$ cat src/sv/cpg_pkg.sv
// shared constants and types for the circle point generator
package cpg_pkg;

    // request codes
    localparam logic MODE_START = 1'b0;
    localparam logic MODE_STEP  = 1'b1;

    // width of the plotted point fields
    localparam int OUT_BITS = 13;

    // decision term constants of the midpoint recurrence
    localparam int DEC_INIT = 3;
    localparam int DEC_DIAG = 10;
    localparam int DEC_AXIS = 6;

    // points per octet and queue depth between front and back
    localparam int OCTET_SIZE  = 8;
    localparam int QUEUE_DEPTH = 2;

    // queue status seen by the producer and the consumer
    typedef struct packed {
        logic full;
        logic empty;
    } q_status_t;

endpackage

$ cat src/sv/circle_point_generator.sv
// Midpoint circle rasterizer: a front part steps the recurrence, a back part emits points.
// A request is written into the queue, then loaded by the back into its output registers.
// A start or active step request yields eight points, an idle step one idle reply. The back
// emits a point per cycle while out_stall is low; the front steps once per cycle unless in_stall.
// A two-entry queue holds the octet being emitted plus one more request from the front.
// Reset (rst_n low, asynchronous) clears the circle state, empties the queue, drops out_valid.
module circle_point_generator #(
    parameter int COORD_BITS  = 11,
    parameter int RADIUS_BITS = 10
) (
    input  logic                   clk,
    input  logic                   rst_n,
    input  logic                   in_valid,
    output logic                   in_stall,
    input  logic                   mode,
    input  logic [COORD_BITS-1:0]  center_x,
    input  logic [COORD_BITS-1:0]  center_y,
    input  logic [RADIUS_BITS-1:0] radius,
    output logic                   out_valid,
    input  logic                   out_stall,
    output logic signed [cpg_pkg::OUT_BITS-1:0] point_x,
    output logic signed [cpg_pkg::OUT_BITS-1:0] point_y,
    output logic                   last_of_run,
    output logic                   circle_complete,
    output logic                   idle_reply
);

    localparam int ENTRY_BITS = 2 * COORD_BITS + 2 * RADIUS_BITS + 2;

    logic                  push, pop;
    logic [ENTRY_BITS-1:0] push_data, head_data;
    cpg_pkg::q_status_t    q_status;

    // request intake and recurrence
    cpg_front #(
        .COORD_BITS  (COORD_BITS),
        .RADIUS_BITS (RADIUS_BITS)
    ) u_front (
        .clk       (clk),
        .rst_n     (rst_n),
        .in_valid  (in_valid),
        .in_stall  (in_stall),
        .mode      (mode),
        .center_x  (center_x),
        .center_y  (center_y),
        .radius    (radius),
        .q_status  (q_status),
        .push      (push),
        .push_data (push_data)
    );

    // octet queue
    cpg_queue #(
        .WIDTH (ENTRY_BITS)
    ) u_queue (
        .clk       (clk),
        .rst_n     (rst_n),
        .push      (push),
        .push_data (push_data),
        .pop       (pop),
        .head_data (head_data),
        .status    (q_status)
    );

    // point emission
    cpg_back #(
        .COORD_BITS  (COORD_BITS),
        .RADIUS_BITS (RADIUS_BITS)
    ) u_back (
        .clk             (clk),
        .rst_n           (rst_n),
        .head_data       (head_data),
        .q_status        (q_status),
        .pop             (pop),
        .out_valid       (out_valid),
        .out_stall       (out_stall),
        .point_x         (point_x),
        .point_y         (point_y),
        .last_of_run     (last_of_run),
        .circle_complete (circle_complete),
        .idle_reply      (idle_reply)
    );

endmodule

$ cat src/sv/cpg_queue.sv
// small register queue between the front and back parts
module cpg_queue #(
    parameter int WIDTH = 46
) (
    input  logic             clk,
    input  logic             rst_n,
    input  logic             push,
    input  logic [WIDTH-1:0] push_data,
    input  logic             pop,
    output logic [WIDTH-1:0] head_data,
    output cpg_pkg::q_status_t status
);

    localparam int DEPTH    = cpg_pkg::QUEUE_DEPTH;
    localparam int PTR_BITS = $clog2(DEPTH);

    logic [WIDTH-1:0]    entry_reg [DEPTH];
    logic [PTR_BITS-1:0] wr_ptr_reg;
    logic [PTR_BITS-1:0] rd_ptr_reg;
    logic [PTR_BITS:0]   count_reg;
    logic [PTR_BITS:0]   count_next;

    // status and head
    assign status.full  = (count_reg == (PTR_BITS + 1)'(DEPTH));
    assign status.empty = (count_reg == '0);
    assign head_data    = entry_reg[rd_ptr_reg];

    // occupancy
    always_comb
    begin
        count_next = count_reg;
        if (push && !pop)
        begin
            count_next = count_reg + 1'b1;
        end
        else if (pop && !push)
        begin
            count_next = count_reg - 1'b1;
        end
    end

    // pointers and count
    always_ff @(posedge clk or negedge rst_n)
    begin
        if (!rst_n)
        begin
            wr_ptr_reg <= '0;
            rd_ptr_reg <= '0;
            count_reg  <= '0;
        end
        else
        begin
            if (push)
            begin
                wr_ptr_reg <= wr_ptr_reg + 1'b1;
            end
            if (pop)
            begin
                rd_ptr_reg <= rd_ptr_reg + 1'b1;
            end
            count_reg <= count_next;
        end
    end

    // storage, no reset needed
    always_ff @(posedge clk)
    begin
        if (push)
        begin
            entry_reg[wr_ptr_reg] <= push_data;
        end
    end

endmodule

$ cat src/sv/cpg_front.sv
// front part: accepts requests, runs the midpoint recurrence, queues octets
module cpg_front #(
    parameter int COORD_BITS  = 11,
    parameter int RADIUS_BITS = 10
) (
    input  logic                   clk,
    input  logic                   rst_n,
    input  logic                   in_valid,
    output logic                   in_stall,
    input  logic                   mode,
    input  logic [COORD_BITS-1:0]  center_x,
    input  logic [COORD_BITS-1:0]  center_y,
    input  logic [RADIUS_BITS-1:0] radius,
    input  cpg_pkg::q_status_t     q_status,
    output logic                   push,
    output logic [2*COORD_BITS+2*RADIUS_BITS+1:0] push_data
);

    localparam int OFS_BITS = RADIUS_BITS + 2;
    localparam int DEC_BITS = RADIUS_BITS + 6;

    logic [COORD_BITS-1:0]      cx_reg, cx_next;
    logic [COORD_BITS-1:0]      cy_reg, cy_next;
    logic signed [OFS_BITS-1:0] x_reg, x_next;
    logic signed [OFS_BITS-1:0] y_reg, y_next;
    logic signed [DEC_BITS-1:0] d_reg, d_next;
    logic                       active_reg, active_next;

    logic                       accept;
    logic                       start;
    logic                       emit;
    logic [COORD_BITS-1:0]      cx_cur, cy_cur;
    logic signed [OFS_BITS-1:0] x_cur, y_cur, x_adv, y_adv;
    logic signed [DEC_BITS-1:0] d_cur, d_adv;
    logic                       still_on;

    assign accept   = in_valid && !q_status.full;
    assign in_stall = q_status.full;
    assign push     = accept;
    assign start    = (mode == cpg_pkg::MODE_START);
    assign emit     = start || active_reg;

    // current offset pair: a start loads it from the request
    always_comb
    begin
        if (start)
        begin
            cx_cur = center_x;
            cy_cur = center_y;
            x_cur  = '0;
            y_cur  = signed'(OFS_BITS'(radius));
            d_cur  = DEC_BITS'(cpg_pkg::DEC_INIT) - signed'(DEC_BITS'(radius) << 1);
        end
        else
        begin
            cx_cur = cx_reg;
            cy_cur = cy_reg;
            x_cur  = x_reg;
            y_cur  = y_reg;
            d_cur  = d_reg;
        end
    end

    // advance to the next offset pair
    always_comb
    begin
        x_adv = x_cur + OFS_BITS'(1);
        if (d_cur > 0)
        begin
            y_adv = y_cur - OFS_BITS'(1);
            d_adv = d_cur + (DEC_BITS'(x_adv - y_adv) <<< 2)
                  + DEC_BITS'(cpg_pkg::DEC_DIAG);
        end
        else
        begin
            y_adv = y_cur;
            d_adv = d_cur + (DEC_BITS'(x_adv) <<< 2) + DEC_BITS'(cpg_pkg::DEC_AXIS);
        end
        still_on = (x_adv <= y_adv);
    end

    // queue entry: center, offsets, final flag, idle flag
    assign push_data = {cx_cur, cy_cur, x_cur[RADIUS_BITS-1:0], y_cur[RADIUS_BITS-1:0],
                        !still_on, !emit};

    // next state
    always_comb
    begin
        cx_next     = cx_reg;
        cy_next     = cy_reg;
        x_next      = x_reg;
        y_next      = y_reg;
        d_next      = d_reg;
        active_next = active_reg;
        if (accept && emit)
        begin
            cx_next     = cx_cur;
            cy_next     = cy_cur;
            x_next      = x_adv;
            y_next      = y_adv;
            d_next      = d_adv;
            active_next = still_on;
        end
    end

    // circle state
    always_ff @(posedge clk or negedge rst_n)
    begin
        if (!rst_n)
        begin
            cx_reg     <= '0;
            cy_reg     <= '0;
            x_reg      <= '0;
            y_reg      <= '0;
            d_reg      <= '0;
            active_reg <= 1'b0;
        end
        else
        begin
            cx_reg     <= cx_next;
            cy_reg     <= cy_next;
            x_reg      <= x_next;
            y_reg      <= y_next;
            d_reg      <= d_next;
            active_reg <= active_next;
        end
    end

endmodule

$ cat src/sv/cpg_back.sv
// back part: walks each queued octet, driving one point per cycle while not stalled
module cpg_back #(
    parameter int COORD_BITS  = 11,
    parameter int RADIUS_BITS = 10
) (
    input  logic                   clk,
    input  logic                   rst_n,
    input  logic [2*COORD_BITS+2*RADIUS_BITS+1:0] head_data,
    input  cpg_pkg::q_status_t     q_status,
    output logic                   pop,
    output logic                   out_valid,
    input  logic                   out_stall,
    output logic signed [cpg_pkg::OUT_BITS-1:0] point_x,
    output logic signed [cpg_pkg::OUT_BITS-1:0] point_y,
    output logic                   last_of_run,
    output logic                   circle_complete,
    output logic                   idle_reply
);

    localparam int OB        = cpg_pkg::OUT_BITS;
    localparam int WIDE_BITS = ((COORD_BITS > RADIUS_BITS) ? COORD_BITS : RADIUS_BITS) + 2;
    localparam int CALC_BITS = (WIDE_BITS > OB) ? WIDE_BITS : OB;
    localparam int K_BITS    = $clog2(cpg_pkg::OCTET_SIZE);
    localparam logic [K_BITS-1:0] K_LAST = K_BITS'(cpg_pkg::OCTET_SIZE - 1);

    logic [COORD_BITS-1:0]       h_cx, h_cy;
    logic [RADIUS_BITS-1:0]      h_x, h_y;
    logic                        h_fin, h_idle;
    logic signed [CALC_BITS-1:0] cx_s, cy_s, a_s, b_s, px_s, py_s;
    logic                        out_free, load, at_last;

    logic [K_BITS-1:0]   k_reg, k_next;
    logic                out_valid_reg, out_valid_next;
    logic signed [OB-1:0] px_reg, py_reg;
    logic                last_reg, done_reg, idle_reg;

    assign {h_cx, h_cy, h_x, h_y, h_fin, h_idle} = head_data;

    assign out_free = !out_valid_reg || !out_stall;
    assign load     = out_free && !q_status.empty;
    assign at_last  = h_idle || (k_reg == K_LAST);
    assign pop      = load && at_last;

    // octant selection: bit 2 swaps the offsets, bits 0 and 1 pick the signs
    always_comb
    begin
        cx_s = signed'(CALC_BITS'(h_cx));
        cy_s = signed'(CALC_BITS'(h_cy));
        a_s  = signed'(CALC_BITS'(k_reg[2] ? h_y : h_x));
        b_s  = signed'(CALC_BITS'(k_reg[2] ? h_x : h_y));
        px_s = k_reg[0] ? (cx_s - a_s) : (cx_s + a_s);
        py_s = k_reg[1] ? (cy_s - b_s) : (cy_s + b_s);
    end

    // point index and output valid
    always_comb
    begin
        k_next         = k_reg;
        out_valid_next = out_valid_reg;
        if (load)
        begin
            k_next         = at_last ? '0 : k_reg + 1'b1;
            out_valid_next = 1'b1;
        end
        else if (out_free)
        begin
            out_valid_next = 1'b0;
        end
    end

    always_ff @(posedge clk or negedge rst_n)
    begin
        if (!rst_n)
        begin
            k_reg         <= '0;
            out_valid_reg <= 1'b0;
        end
        else
        begin
            k_reg         <= k_next;
            out_valid_reg <= out_valid_next;
        end
    end

    // output payload
    always_ff @(posedge clk)
    begin
        if (load)
        begin
            px_reg   <= h_idle ? '0 : px_s[OB-1:0];
            py_reg   <= h_idle ? '0 : py_s[OB-1:0];
            last_reg <= at_last;
            done_reg <= h_idle || ((k_reg == K_LAST) && h_fin);
            idle_reg <= h_idle;
        end
    end

    assign out_valid       = out_valid_reg;
    assign point_x         = px_reg;
    assign point_y         = py_reg;
    assign last_of_run     = last_reg;
    assign circle_complete = done_reg;
    assign idle_reply      = idle_reg;

endmodule

$ cat config.mk
export PLATFORM = sky130hd
export DESIGN_NAME = circle_point_generator
export DESIGN_NICKNAME = d
export VERILOG_FILES = /design/src/sv/cpg_pkg.sv /design/src/sv/circle_point_generator.sv /design/src/sv/cpg_queue.sv /design/src/sv/cpg_front.sv /design/src/sv/cpg_back.sv
export SDC_FILE = /design/constraint.sdc
export NUM_CORES = 1
export LEC_CHECK = 0
export BUFFER_PORTS_ARGS = -buffer_cell sky130_fd_sc_hd__buf_2
export CAP_MARGIN = 40
export CORE_AREA = 5 5 162 164
export DETAILED_ROUTE_END_ITERATION = 6
export DIE_AREA = 0 0 167 169
export PLACE_DENSITY = 0.72
export SLEW_MARGIN = 20
export SYNTH_ARGS = -nofsm -noshare
export SYNTH_HDL_FRONTEND = slang
export SYNTH_HIERARCHICAL = 1
export SYNTH_SLANG_ARGS = --single-unit
$ cat constraint.sdc
create_clock -name clk -period 6.5 [get_ports clk]
set_clock_uncertainty 0.05 [all_clocks]
set_input_delay 1.3 -clock clk [delete_from_list [all_inputs] [get_ports clk]]
set_output_delay 1.3 -clock clk [all_outputs]
set_load 0.05 [all_outputs]
==> metrics <==
Via Count between 9k and 10k; relative slew slack 54.3%; count of cell types in the netlist between 90 and 100; Seq pwr share about a quarter; fin crit period ~5.8 ns; syn_nets 1458; # IOs between 60 and 70; initial antenna violation count 0; data arrival at the endpoint of the critical path about 6.1 ns; endpoints failing hold 0; switching share of power between 40 and 50%; Psw roughly 3.7 mW; gpl congestion about 0.9; Fmax around 0.17 GHz; clock share of power approximately an eighth; number of global-route vias before repair 9431; Setup violations, final 0; GRT Total Usage between 20% and 30%; crit start category input port; commonest non-fill, non-tap cells in the layout nand2_1, ha_1, edfxtp_1, nor2_1, inv_1; Die Y between 150 and 200 microns; IO buf count 67; commonest non-fill, non-tap cell in the layout nand2_1; unrepaired setup endpoints after global routing false; Starting Density roughly 54%; synthesized flop and latch total about 190; largest net degree at the start of global routing 47; Seq. cell area between 0.005 and 0.006 sq mm; Non-Filler Instances 1688; max-cap violations 0; CTS tree yes; core area 0.0247 sq mm; CTS buffer count 17; Setup crit end kind flip-flop; drt first pass iters 7; slew of the pin with the lowest slew margin between 0.6 and 0.7 ns; Pleak 6.50 nW; sequential-to-total area share from yosys stat about two fifths; Worst VDD drop approximately 290 uV; Pins Over Slew Limit 0; ANT nets after route 0; multi-input logic area approximately 0.0074 sq mm; post-CTS sizing 0; Final period util about 89%; Worst-Skew Late Latency around 0.43 ns; grt total ovfl 0; Async SR Flop Fraction a little under two fifths; Layout Nets ~1.5k; Starting DRT DRC Count 713; worst-path fanout max 33; syn avg cell area a little over 10 sq um; Worst R2R Path Depth 20; Int Pwr ~4.4 mW; Core Util, Final 58.5%; Power Density 561 mW/mm^2; Crit-path slowest cell buf_4; Setup Buffers After CTS 0; setup TNS 0 ns; first-pass GRT wire length about 48 mm; post-cts hold buffer count 0; Worst Hold Depth 2; fin area 0.0145 sq mm; Required @ worst endpoint ~6.8 ns; placed cells ~1.7k; number of synthesized flops with an enable pin between 100 and 150; WS Path Type input port to flip-flop; Synth Warn # 6; most used cell, CP ha_1; Clock Pin Slew Worst Setup and Hold Paths approximately 0.070 ns; Vias/cell 5.62; Total Power 8.11 mW; Antenna diodes 0; row cnt between 50 and 60; area of the mapped netlist roughly 0.013 sq mm; Sink Count about 190; hpwl dp between 20 and 25 mm; final WL between 20 and 30 mm; synthesis-to-layout area growth 9.23%; fillers 2087; top_reg_cell synth edfxtp_1; Routed wire per std cell 17.0 microns; CTS max path bufs 2; WHS 0.419 ns; DRC Markers 0; Hold Path Class flip-flop to flip-flop; Synth Instances 1292; total die area ~0.028 sq mm; CP peak stage delay roughly 0.36 ns; CTS Root Cell clkbuf_16; setup slack after layout approximately 0.69 ns; CP Cell Sequence buf_4 > mux2i_2 > ha_1 > xor2_1 > ha_1 > nor2b_1 > o31ai_1 > a21oi_1 > o21a_1 > a21o_1 > a21oi_1 > xnor2_1 > ha_1 > ha_1 > a21oi_2 > o211ai_1 > a31oi_1 > o21bai_1 > a21oi_1 > xnor3_1 > o2bb2ai_1; ratio of cells with drive above 1 in the final layout roughly 18%; max reg flops 88; status finished clean; Comb power frac 62.0%; Area after DPL about 0.014 sq mm; die width approximately 170 microns; htree depth 4; pre-CTS WS 0.255 ns
-- cell usage after synthesis (all sizes together) (18+ instances only) --
master,n,area [sq um]
clkbuf,24,90.1
o21ai,66,334
ha,122,1530
xor2,22,200
inv,85,319
nor3,21,126
mux2,74,983
a21oi,54,274
xnor2,54,480
a21o,18,135
edfxtp,117,3510
dfrtp,71,1780
buf,28,238
nand2,175,657
nand3,21,110
nor2,92,348
mux2i,35,354
nor2b,19,121
-- logic make-up after synthesis --
group | synth area share [%]
AOI/OAI and AO/OA | 13.3
and+or+nand+nor | 14.0
xor gates and xnor gates | 5.31
adders and majority gates | 12.6
DFF | 39.9
muxes | 10.1
buffers and inverters | 4.88
-- layer usage --
layer / global-route usage, % / vias up / part of all wire [%]
met5: 0 / - / 0
met4: 5.12 / 0 / 1.7
met3: 3.13 / 36 / 4.8
met2: 35.0 / 234 / 48
met1: 28.3 / 4507 / 45
li1: - / 4717 / -
-- area by class of cell --
type,instances,share of cell area [%]
Timing Repair Buffer,86,3.61
Multi-Input combinational cell,967,50.9
Tap cell,330,2.85
Sequential cell,188,36.6
Inverter,85,2.20
Clock buffer,19,3.21
Clock inverter,13,0.709
-- critical path: cells and delay by family --
kind                       cells  cell delay, ns
and+or+nand+nor                1            0.16
buffers and inverters          1            0.36
AOI/OAI and AO/OA             11            2.13
adders and majority gates      4            1.16
xor gates and xnor gates       3            0.64
muxes                          1            0.30
-- path summary, 6_finish.rpt --
check	startpoint	slack (ns)	to
min in group asynchronous	rst_n	0.74	u_front/d_reg[1]$_DFFE_PN0P_
max in group asynchronous	rst_n	5.07	u_front/cx_reg[10]$_DFFE_PN0P_
max	mode	0.69	u_front/d_reg[15]$_DFFE_PN0P_
min	u_front/cx_reg[7]$_DFFE_PN0P_	0.42	u_front/cx_reg[7]$_DFFE_PN0P_
min reg2reg	u_front/cx_reg[7]$_DFFE_PN0P_	0.42	u_front/cx_reg[7]$_DFFE_PN0P_
max reg2reg	u_front/x_reg[1]$_DFFE_PN0P_	1.50	u_front/d_reg[15]$_DFFE_PN0P_
-- power by group through the flow --
stage,clock network (mW),logic (mW),registers [mW]
6_report,1.01,5.03,2.07
5_1_grt,1.07,5.62,2.13
4_1_cts,1.02,5.01,2.08
3_5_place_dp,0,4.97,2.10
3_3_place_gp,0,4.87,2.09
2_1_floorplan,0,3.74,2.33
No activity file was read; power rests on OpenSTA's default activity.
